**src/rtl/core/keeq_pkg.sv**
```systemverilog
// shared types and constants for the key edge event queue
`default_nettype none

package keeq_pkg;

  // sizing
  localparam int unsigned KEY_COUNT   = 256;
  localparam int unsigned QUEUE_DEPTH = 64;
  localparam int unsigned KEY_AW      = $clog2(KEY_COUNT);
  localparam int unsigned QUEUE_AW    = $clog2(QUEUE_DEPTH);
  localparam int unsigned COUNT_W     = $clog2(QUEUE_DEPTH + 1);

  // operation codes
  localparam logic [1:0] OP_SAMPLE = 2'd0;
  localparam logic [1:0] OP_POP    = 2'd1;
  localparam logic [1:0] OP_PEEK   = 2'd2;
  localparam logic [1:0] OP_CLEAR  = 2'd3;

  // event kinds
  localparam logic [1:0] KIND_PRESSED  = 2'd0;
  localparam logic [1:0] KIND_HELD     = 2'd1;
  localparam logic [1:0] KIND_RELEASED = 2'd2;

  // per-key flags as stored in the flag table
  typedef struct packed {
    logic released;
    logic held;
    logic pressed;
  } flags_t;

  // one queued event
  typedef struct packed {
    logic [7:0]  key;
    logic [1:0]  kind;
    logic [31:0] stamp;
  } entry_t;

  // request to the event queue
  typedef struct packed {
    logic push;
    logic pop;
    logic clear;
    logic rd_en;
  } fifo_cmd_t;

  // input item
  typedef struct packed {
    logic [1:0]  operation;
    logic [7:0]  key;
    logic        is_down;
    logic [31:0] stamp_ms;
  } in_item_t;

  // result item
  typedef struct packed {
    logic        event_valid;
    logic [7:0]  event_key;
    logic [1:0]  event_kind;
    logic [31:0] event_stamp;
    logic        now_pressed;
    logic        now_held;
    logic        now_released;
    logic [6:0]  queued;
  } out_item_t;

endpackage

`default_nettype wire

```
**src/rtl/core/keeq_flag_ram.sv**
```systemverilog
// per-key flag memory with a clearing sweep after reset
`default_nettype none

module keeq_flag_ram (
  input  wire logic                          clk_i,
  input  wire logic                          rst_ni,
  input  wire logic                          rd_en_i,
  input  wire logic [keeq_pkg::KEY_AW-1:0]   rd_addr_i,
  input  wire logic                          wr_en_i,
  input  wire logic [keeq_pkg::KEY_AW-1:0]   wr_addr_i,
  input  wire keeq_pkg::flags_t              wr_flags_i,
  output keeq_pkg::flags_t                   rd_flags_o,
  output logic                               init_done_o
);
  import keeq_pkg::*;

  flags_t              mem [KEY_COUNT];
  flags_t              rd_q;
  logic                clr_busy_q, clr_busy_d;
  logic [KEY_AW-1:0]   clr_idx_q, clr_idx_d;
  logic                we;
  logic [KEY_AW-1:0]   wa;
  flags_t              wd;

  // sweep pointer walks every entry once after reset
  always_comb begin
    clr_busy_d = clr_busy_q;
    clr_idx_d  = clr_idx_q;
    if (clr_busy_q) begin
      clr_idx_d = clr_idx_q + 1'b1;
      if (clr_idx_q == KEY_AW'(KEY_COUNT - 1)) begin
        clr_busy_d = 1'b0;
      end
    end
  end

  always_ff @(posedge clk_i or negedge rst_ni) begin
    if (!rst_ni) begin
      clr_busy_q <= 1'b1;
      clr_idx_q  <= '0;
    end else begin
      clr_busy_q <= clr_busy_d;
      clr_idx_q  <= clr_idx_d;
    end
  end

  // write port shared between sweep and updates
  assign we = clr_busy_q | wr_en_i;
  assign wa = clr_busy_q ? clr_idx_q : wr_addr_i;
  assign wd = clr_busy_q ? flags_t'('0) : wr_flags_i;

  // memory array, registered read
  always_ff @(posedge clk_i) begin
    if (we) begin
      mem[wa] <= wd;
    end
    if (rd_en_i) begin
      rd_q <= mem[rd_addr_i];
    end
  end

  assign rd_flags_o  = rd_q;
  assign init_done_o = ~clr_busy_q;

endmodule

`default_nettype wire

```
**src/rtl/core/keeq_event_fifo.sv**
```systemverilog
// ring buffer of events that drops its oldest entry when full
`default_nettype none

module keeq_event_fifo (
  input  wire logic                           clk_i,
  input  wire logic                           rst_ni,
  input  wire keeq_pkg::fifo_cmd_t            cmd_i,
  input  wire keeq_pkg::entry_t               push_entry_i,
  output keeq_pkg::entry_t                    rd_entry_o,
  output logic [keeq_pkg::COUNT_W-1:0]        count_o,
  output logic [keeq_pkg::COUNT_W-1:0]        count_next_o
);
  import keeq_pkg::*;

  entry_t                mem [QUEUE_DEPTH];
  entry_t                rd_q;
  logic [QUEUE_AW-1:0]   wr_ptr_q, wr_ptr_d;
  logic [QUEUE_AW-1:0]   rd_ptr_q, rd_ptr_d;
  logic [COUNT_W-1:0]    count_q, count_d;
  logic                  full;

  function automatic logic [QUEUE_AW-1:0] next_slot(input logic [QUEUE_AW-1:0] p);
    logic [QUEUE_AW-1:0] r;
    if (p == QUEUE_AW'(QUEUE_DEPTH - 1)) begin
      r = '0;
    end else begin
      r = p + 1'b1;
    end
    return r;
  endfunction

  assign full = (count_q == COUNT_W'(QUEUE_DEPTH));

  // pointer and fill count update
  always_comb begin
    wr_ptr_d = wr_ptr_q;
    rd_ptr_d = rd_ptr_q;
    count_d  = count_q;
    if (cmd_i.clear) begin
      wr_ptr_d = '0;
      rd_ptr_d = '0;
      count_d  = '0;
    end else if (cmd_i.push) begin
      wr_ptr_d = next_slot(wr_ptr_q);
      if (full) begin
        rd_ptr_d = next_slot(rd_ptr_q);
      end else begin
        count_d = count_q + 1'b1;
      end
    end else if (cmd_i.pop && (count_q != '0)) begin
      rd_ptr_d = next_slot(rd_ptr_q);
      count_d  = count_q - 1'b1;
    end
  end

  always_ff @(posedge clk_i or negedge rst_ni) begin
    if (!rst_ni) begin
      wr_ptr_q <= '0;
      rd_ptr_q <= '0;
      count_q  <= '0;
    end else begin
      wr_ptr_q <= wr_ptr_d;
      rd_ptr_q <= rd_ptr_d;
      count_q  <= count_d;
    end
  end

  // event memory, registered read at the head
  always_ff @(posedge clk_i) begin
    if (cmd_i.push) begin
      mem[wr_ptr_q] <= push_entry_i;
    end
    if (cmd_i.rd_en) begin
      rd_q <= mem[rd_ptr_q];
    end
  end

  assign rd_entry_o   = rd_q;
  assign count_o      = count_q;
  assign count_next_o = count_d;

endmodule

`default_nettype wire

```
**src/rtl/core/key_edge_event_queue.sv**
```systemverilog
// top level: key edge detector feeding an overwriting event queue
// flow: an accepted item and its flag read are registered, the exec state works it and loads
//   the result register; a sample that turns a key pressed also passes a push state (two events go into the queue)
// one item in flight: no new item is taken until the last result is loaded, and output stalls hold the
//   exec and push states; set by the read-modify-write of the flag memory and the single queue write port
// reset: the flag memory is swept to zero over all KEY_COUNT (256) entries, input stalled
`default_nettype none

module key_edge_event_queue (
  input  wire logic                clk_i,
  input  wire logic                rst_ni,
  input  wire logic                in_valid_i,
  output logic                     in_stall_o,
  input  wire keeq_pkg::in_item_t  in_item_i,
  output logic                     out_valid_o,
  input  wire logic                out_stall_i,
  output keeq_pkg::out_item_t      out_item_o
);
  import keeq_pkg::*;

  localparam logic [1:0] ST_IDLE  = 2'd0;
  localparam logic [1:0] ST_EXEC  = 2'd1;
  localparam logic [1:0] ST_PUSH2 = 2'd2;

  logic [1:0]          state_q, state_d;
  in_item_t            item_q;
  logic                accept;
  logic                init_done;
  logic                slot_free;
  logic                key_ok;
  logic                load;
  logic                flag_we;
  flags_t              prev_flags;
  flags_t              nflags;
  fifo_cmd_t           fifo_cmd;
  entry_t              push_entry;
  entry_t              head_entry;
  logic [COUNT_W-1:0]  count;
  logic [COUNT_W-1:0]  count_next;
  out_item_t           out_d;
  out_item_t           out_q;
  logic                out_valid_q, out_valid_d;

  assign in_stall_o = (state_q != ST_IDLE) | ~init_done;
  assign accept     = in_valid_i & ~in_stall_o;
  assign slot_free  = ~out_valid_q | ~out_stall_i;
  assign key_ok     = (item_q.key != 8'd0) && (32'(item_q.key) < KEY_COUNT);

  keeq_flag_ram u_flag_ram (
    .clk_i       (clk_i),
    .rst_ni      (rst_ni),
    .rd_en_i     (accept && (in_item_i.operation == OP_SAMPLE)),
    .rd_addr_i   (KEY_AW'(in_item_i.key)),
    .wr_en_i     (flag_we),
    .wr_addr_i   (KEY_AW'(item_q.key)),
    .wr_flags_i  (nflags),
    .rd_flags_o  (prev_flags),
    .init_done_o (init_done)
  );

  keeq_event_fifo u_event_fifo (
    .clk_i        (clk_i),
    .rst_ni       (rst_ni),
    .cmd_i        (fifo_cmd),
    .push_entry_i (push_entry),
    .rd_entry_o   (head_entry),
    .count_o      (count),
    .count_next_o (count_next)
  );

  // sequencer and result assembly
  always_comb begin
    state_d          = state_q;
    fifo_cmd         = '0;
    fifo_cmd.rd_en   = accept &&
                       ((in_item_i.operation == OP_POP) || (in_item_i.operation == OP_PEEK));
    push_entry.key   = item_q.key;
    push_entry.kind  = KIND_HELD;
    push_entry.stamp = item_q.stamp_ms;
    flag_we          = 1'b0;
    nflags           = '0;
    load             = 1'b0;
    out_d            = '0;
    unique case (state_q)
      ST_IDLE: begin
        if (accept) begin
          state_d = ST_EXEC;
        end
      end
      ST_EXEC: begin
        if (slot_free) begin
          unique case (item_q.operation) inside
            OP_SAMPLE: begin
              if (key_ok) begin
                flag_we = 1'b1;
                if (item_q.is_down) begin
                  nflags.held   = 1'b1;
                  fifo_cmd.push = 1'b1;
                  if (!prev_flags.held) begin
                    nflags.pressed  = 1'b1;
                    push_entry.kind = KIND_PRESSED;
                  end
                end else if (prev_flags.pressed || prev_flags.held) begin
                  nflags.released = 1'b1;
                  fifo_cmd.push   = 1'b1;
                  push_entry.kind = KIND_RELEASED;
                end
              end
              if (nflags.pressed) begin
                state_d = ST_PUSH2;
              end else begin
                load    = 1'b1;
                state_d = ST_IDLE;
              end
            end
            OP_POP, OP_PEEK: begin
              if (count != '0) begin
                out_d.event_valid = 1'b1;
                out_d.event_key   = head_entry.key;
                out_d.event_kind  = head_entry.kind;
                out_d.event_stamp = head_entry.stamp;
                fifo_cmd.pop      = (item_q.operation == OP_POP);
              end
              load    = 1'b1;
              state_d = ST_IDLE;
            end
            OP_CLEAR: begin
              fifo_cmd.clear = 1'b1;
              load           = 1'b1;
              state_d        = ST_IDLE;
            end
            default: begin
              state_d = ST_IDLE;
            end
          endcase
          out_d.now_pressed  = nflags.pressed;
          out_d.now_held     = nflags.held;
          out_d.now_released = nflags.released;
        end
      end
      ST_PUSH2: begin
        // second event of a new press
        if (slot_free) begin
          fifo_cmd.push      = 1'b1;
          out_d.now_pressed  = 1'b1;
          out_d.now_held     = 1'b1;
          load               = 1'b1;
          state_d            = ST_IDLE;
        end
      end
      default: begin
        state_d = ST_IDLE;
      end
    endcase
    out_d.queued = 7'(count_next);
  end

  // output register
  assign out_valid_d = load | (out_valid_q & out_stall_i);

  always_ff @(posedge clk_i or negedge rst_ni) begin
    if (!rst_ni) begin
      state_q     <= ST_IDLE;
      out_valid_q <= 1'b0;
    end else begin
      state_q     <= state_d;
      out_valid_q <= out_valid_d;
    end
  end

  // payload registers
  always_ff @(posedge clk_i) begin
    if (accept) begin
      item_q <= in_item_i;
    end
    if (load) begin
      out_q <= out_d;
    end
  end

  assign out_valid_o = out_valid_q;
  assign out_item_o  = out_q;

endmodule

`default_nettype wire

```
**config.mk**
```make
export PLATFORM = sky130hd
export DESIGN_NAME = key_edge_event_queue
export DESIGN_NICKNAME = d
export VERILOG_FILES = /design/src/rtl/core/keeq_pkg.sv /design/src/rtl/core/keeq_flag_ram.sv /design/src/rtl/core/keeq_event_fifo.sv /design/src/rtl/core/key_edge_event_queue.sv
export SDC_FILE = /design/constraint.sdc
export NUM_CORES = 2
export LEC_CHECK = 0
export ABC_CLOCK_PERIOD_IN_PS = 16750
export CORE_MARGIN = 2
export CORE_UTILIZATION = 40
export DETAILED_ROUTE_END_ITERATION = 16
export DONT_BUFFER_PORTS = 1
export PLACE_DENSITY = 0.53
export SYNTH_ARGS = -nofsm -noshare
export SYNTH_HDL_FRONTEND = slang
export SYNTH_SLANG_ARGS = --single-unit
```
**constraint.sdc**
```tcl
create_clock -name clk_i -period 16.75 [get_ports clk_i]
set_input_delay 3.35 -clock clk_i [delete_from_list [all_inputs] [get_ports clk_i]]
set_output_delay 3.35 -clock clk_i [all_outputs]
set_load 0.03 [all_outputs]
```
# Word-level counts from Yosys, hierarchy flattened
# Memories as Yosys holds them, arrays and structs flattened. A register that Yosys moved wholly into a read port is not among the register bits.
# Cells that the tools add are included.
[word_totals] memories=2 elab_cells=136 mem_bits_rw=3456 inputBits=47 ff_bits=127 output_inout_bits=55
[mem_list] memory="u_event_fifo.mem" depth=64 width=42 rd=1 rd_clocked_by_memory_dff=1 write_ports=1 line="keeq_event_fifo.sv:15" source="entry_t mem [QUEUE_DEPTH];"
[mem_list] memory="u_flag_ram.mem" depth=256 width=3 rd=1 rd_clocked_by_memory_dff=1 write_ports=1 line="keeq_flag_ram.sv:17" source="flags_t mem [KEY_COUNT];"
[classes] bitwise_logic=9 eq_ne=15 addsub=5 reduce_logical=20 mux=66
[ops] operator="$mux 6" n=8
[ops] operator="$mux 43" n=1
[ops] operator="$mux 3" n=10
[ops] operator="$mux 2" n=14
[ops] operator="$mux 7" n=4
[ops] operator="$mux 1" n=23
[ops] operator="$add 6x1->6 const B" n=2
[ops] operator="$eq 6x6->1 const B" n=2
[ops] operator="$add 8x1->8 const B" n=1
[ops] operator="$eq 2x2->1 const B" n=4
[ops] operator="$eq 8x8->1 const B" n=1
[ops] operator="$mux 8" n=1
[ops] operator="$reduce_bool 8->1" n=1
[ops] operator="$add 7x1->7 const B" n=1
[ops] operator="$eq 7x7->1 const B" n=1
[ops] operator="$reduce_bool 7->1" n=1
[ops] operator="$sub 7x1->7 const B" n=1
[ops] operator="$eq 2x1->1 const B" n=3
[ops] operator="$logic_not 2->1" n=3
[ops] operator="$ne 2x2->1 const B" n=3
[ops] operator="$pmux 1 s2" n=3
[ops] operator="$pmux 2 s3" n=1
[ops] operator="$reduce_and 3->1" n=2
[ops] operator="$or 1x1->1" n=4
[ops] operator="12 further kinds" n=20

# Depth between registers and ports, before layout
[depth] word_depth=12 depth_mapped=11

# Hierarchy
# A second synthesis with hierarchy kept.
[unflattened] cells_unflattened=6420 area_unflattened_um2=140229.5
[modules_own_cells] mod="keeq_event_fifo" cells_per_inst=4535 area_per_inst_um2=104823.0 n_inst=1
[modules_own_cells] mod="keeq_flag_ram" cells_per_inst=1679 area_per_inst_um2=31755.5 n_inst=1
[modules_own_cells] mod="key_edge_event_queue" cells_per_inst=206 area_per_inst_um2=3651.0 n_inst=1

# Worst setup path before layout
# No wires, ideal clock.
[synth_path] kind="input -> register" startpoint="input out_stall_i" endpoint="memory u_flag_ram.mem[0][0] in the netlist's numbering (data pin)" required_ns=14.654 path_buffers=0 slack_ns=1.052 arrival_time_ns=13.602 path_stages=5 setup_time_ns=2.096 cell_sequence="a21boi_1 nand2_1 nor2_1 nand2_1 nor3_1"
[synth_lines] element="start: declaration" line="key_edge_event_queue.sv:16" source="input wire logic out_stall_i,"
[synth_lines] element="end: declaration" line="keeq_flag_ram.sv:17"

# Worst setup path after layout
[layout_path] startpoint="input out_stall_i" endpoint="memory u_event_fifo.mem[38][20] in the netlist's numbering, enable pin"
[layout_via] elab_chain_cells=6
[layout_lines] element="$not 1->1 (*)" line="key_edge_event_queue.sv:46" source="assign slot_free = ~out_valid_q | ~out_stall_i;"
[layout_lines] element="$or 1x1->1 (*)" line="key_edge_event_queue.sv:46"
[layout_lines] element="$mux 1 or $mux 3 (tied branches)" line="key_edge_event_queue.sv:143, key_edge_event_queue.sv:91"
[layout_lines] element="$pmux 1 s2 (*)" line="key_edge_event_queue.sv:84" source="unique case (state_q)"
[layout_lines] element="$mux 1 (*)" line="keeq_event_fifo.sv:70" source="if (cmd_i.push) begin"
[layout_lines] element="$mux 1 (implied by the code) (*)" line="keeq_event_fifo.sv:71" source="mem[wr_ptr_q] <= push_entry_i;"
[layout_lines] element="end: declaration" line="keeq_event_fifo.sv:15"
# Every way passes the cells marked *; elsewhere a longest branch is shown, timed or not.

==> impl_metrics.env <==
export IMPL_grt_pass1_vias=61104
export IMPL_cts_sinks=3371
export IMPL_hp_start="u_event_fifo.rd_entry_o[27]"
export IMPL_grt_max_degree=257
export IMPL_cts_tree="done"
export IMPL_io_buffer_count=0
export IMPL_num_io_pins=102
export IMPL_clock_fmax_mhz=147
export IMPL_synth_largest_area_cell="edfxtp_1"
export IMPL_hold_buffers=0
export IMPL_final_setup_tns_ps=0
export IMPL_worstSetupStartpointType="input pin"
export IMPL_setup_ws_ps=9960
export IMPL_worst_pin_slew_ps=1290
export IMPL_synth_top_cell_area_share=0.775
export IMPL_outcome="finished, final reports clean"
export IMPL_relSlewSlack=0.137
export IMPL_cts_buffers=362
export IMPL_synth_ff_type="edfxtp_1"
export IMPL_placed_cells=9727
export IMPL_drc=0
export IMPL_cts_buffer_depth=4
export IMPL_worstSetupPathType="in2reg"
export IMPL_critPathRequiredTime_ps=17290
export IMPL_min_period_ps=6790
export IMPL_vdd_drop_max_mv=0.118
export IMPL_period_share=0.405
export IMPL_post_cts_buffers=0
export IMPL_avgSynthCellArea_um2=23.2
export IMPL_num_rows=208
export IMPL_htreeDepth=5
export IMPL_leakagePower_uw=0.0448
export IMPL_synth_cell_types=64
export IMPL_die_x_um=573
export IMPL_slowest_delay_ps=930
export IMPL_grt_pass1_wl_um=467000
export IMPL_grt_total_usage=0.199
export IMPL_syn_nets=5627
export IMPL_clkLatencyLatePin_ps=930
export IMPL_place_ws_ps=9020
export IMPL_critPathArrivalTime_ps=7320
export IMPL_die_height_um=573
export IMPL_worstPathCellList="a21boi_1 > nand2_1 > o31ai_1 > nand2_1 > buf_4 > nor2_1 > nand3b_1 > nor2_4 > buf_4"
export IMPL_synth_edff_count=3340
export IMPL_drive_gt1_frac=0.282
export IMPL_synth_top_cells_by_area="edfxtp_1 77%, mux4_2 17%, nor2_1 1.0%, mux2i_1 0.85%, dfrtp_1 0.58%"
export IMPL_synthCells=5567
export IMPL_fin_cells=10385
export IMPL_cap_violations=0
export IMPL_clk_pin_slew_ps=60
export IMPL_design_core_area_um2=321000
export IMPL_drt_iter0_markers=6094
export IMPL_dieArea_um2=328000
export IMPL_power_density_nw_per_um2=146
export IMPL_syn_area_um2=129000
export IMPL_slew_violations=0
export IMPL_cp_max_fo=23
export IMPL_setup_viol=0
export IMPL_hold_viol_final=0
export IMPL_wirelength_um=330000
export IMPL_crit_path_end_kind="register"
export IMPL_gp_congestion=0.784
export IMPL_vias=58664
export IMPL_cts_root_buf="clkbuf_16"
export IMPL_finalNetCount=5846
export IMPL_area_growth_synth_to_final_pct=13.4
export IMPL_reg2reg_from="u_event_fifo.rd_ptr_q[0]"
export IMPL_start_util=0.403
export IMPL_min_path_type="reg2reg"
export IMPL_final_cell_area_um2=147000
export IMPL_antenna_found_initial=12
export IMPL_dp_hpwl_um=182000
export IMPL_grt_overflow=0
export IMPL_yosysWarningCount=0
export IMPL_rsz0062_at_grt="false"
export IMPL_drt_pass1_iter_count=5
export IMPL_synthArstFlopShare=0.00920
export IMPL_fin_skew_ps=52.8
export IMPL_drt_wirelength_per_cell_um=31.8
export IMPL_ys_seq_area_frac=0.781
export IMPL_synth_ff_latch_count=3371
export IMPL_crit_start="out_stall_i"
export IMPL_place_area_um2=135000
export IMPL_slowest_stage="nor2_4"
export IMPL_cts_resized_gates=0
export IMPL_avgViaCountPerCell=5.65
export IMPL_ant_nets=0
## stage by stage
| stage | util | total power [uW] | hold slack [ps] |
|---|---|---|---|
| final | 0.457 | 21500 | 513 |
| after global routing | 0.457 | 22200 | 532 |
| after global placement | 0.421 | 13900 | 501 |
| after floorplan | - | 12500 | 468 |
| after CTS | 0.457 | 21800 | 511 |
| after detailed placement | 0.421 | 14000 | 503 |
## cell families after synthesis
logic type      synth area share
flops                      0.781
buf+inv                   0.0116
mux                        0.176
simple gates              0.0206
compound gates           0.00827
xor+xnor                 0.00108
fa+ha+maj                0.00126
## flip-flops by register name (all words and copies together) (netlist names)
| register | cells |
|---|---|
| item_q | 43 |
| u_flag_ram.mem | 512 |
| u_event_fifo.wr_ptr_q | 6 |
| out_item_o | 53 |
| u_flag_ram.clr_busy_q | 1 |
| u_event_fifo.rd_ptr_q | 6 |
| state_q | 2 |
| out_valid_o | 1 |
| u_event_fifo.rd_entry_o | 42 |
| u_event_fifo.count_o | 7 |
| u_flag_ram.rd_flags_o | 2 |
| u_flag_ram.clr_idx_q | 8 |
| u_event_fifo.mem | 2688 |
## layer usage
layer,global-route usage,up-vias,wire length [um]
met4,0.0532,2,8500
met1,0.280,32336,141000
met5,0,-,13
met2,0.328,1771,163000
li1,-,24114,-
met3,0.0259,441,17400
## critical path, delay by kind of cell
family | cells | cell delay, ps
buffers and inverters | 2 | 810
AO/OA/AOI/OAI | 2 | 840
AND/OR/NAND/NOR | 5 | 2220
## cell usage after synthesis, drive strengths merged, types with 12 or more instances
master and n:
buf 149, clkbuf 156, mux2i 110, edfxtp 3340
inv 22, nand3 19, nand2 82, dfrtp 30
nor3 26, o21ai 25, nor2 356, a21oi 21
o22ai 48, ha 13, mux4 962, and2 49
nand3b 12
## worst paths after layout
path | to | slack, ps | cells past startpoint
max | u_event_fifo.mem[38][20] | 9960 | 9
max reg2reg | u_event_fifo.rd_entry_o[4] | 10710 | 7
min in group asynchronous | u_flag_ram.clr_idx_q[3] | 2130 | 0
max in group asynchronous | u_flag_ram.clr_busy_q | 14450 | 0
min reg2reg | out_item_o[37] | 510 | 1
min | out_item_o[37] | 510 | 1
## cells in the final DEF (no fill, tap or decap), types with 48 or more instances in the layout
master        n
nand2_1      82
nor2_1      302
nor2_4       54
edfxtp_1   3340
mux2i_1     110
o22ai_1      48
mux4_2      962
buf_4       152
clkinv_1     67
clkbuf_1     84
clkbuf_16   371
clkinv_2     64
## cell type report
| type | instances | area, um2 |
|---|---|---|
| diodes | 5 | 12.5 |
| clock buffers | 458 | 9640 |
| clock inverters | 195 | 1920 |
| fillers | 26505 | 175000 |
| inverters | 24 | 93.8 |
| multi-input cells | 1867 | 27300 |
| flip-flops and latches | 3371 | 101000 |
| well taps | 4305 | 5390 |
| repair buffers | 160 | 1300 |
## where the power goes
group	switching (uW)	total, uW	internal [uW]	leakage [uW]
sequential	176	9880	9700	0.0313
combinational	2230	3790	1560	0.00787
clock	3280	7810	4530	0.00563
(Power assumes the default switching activity.)
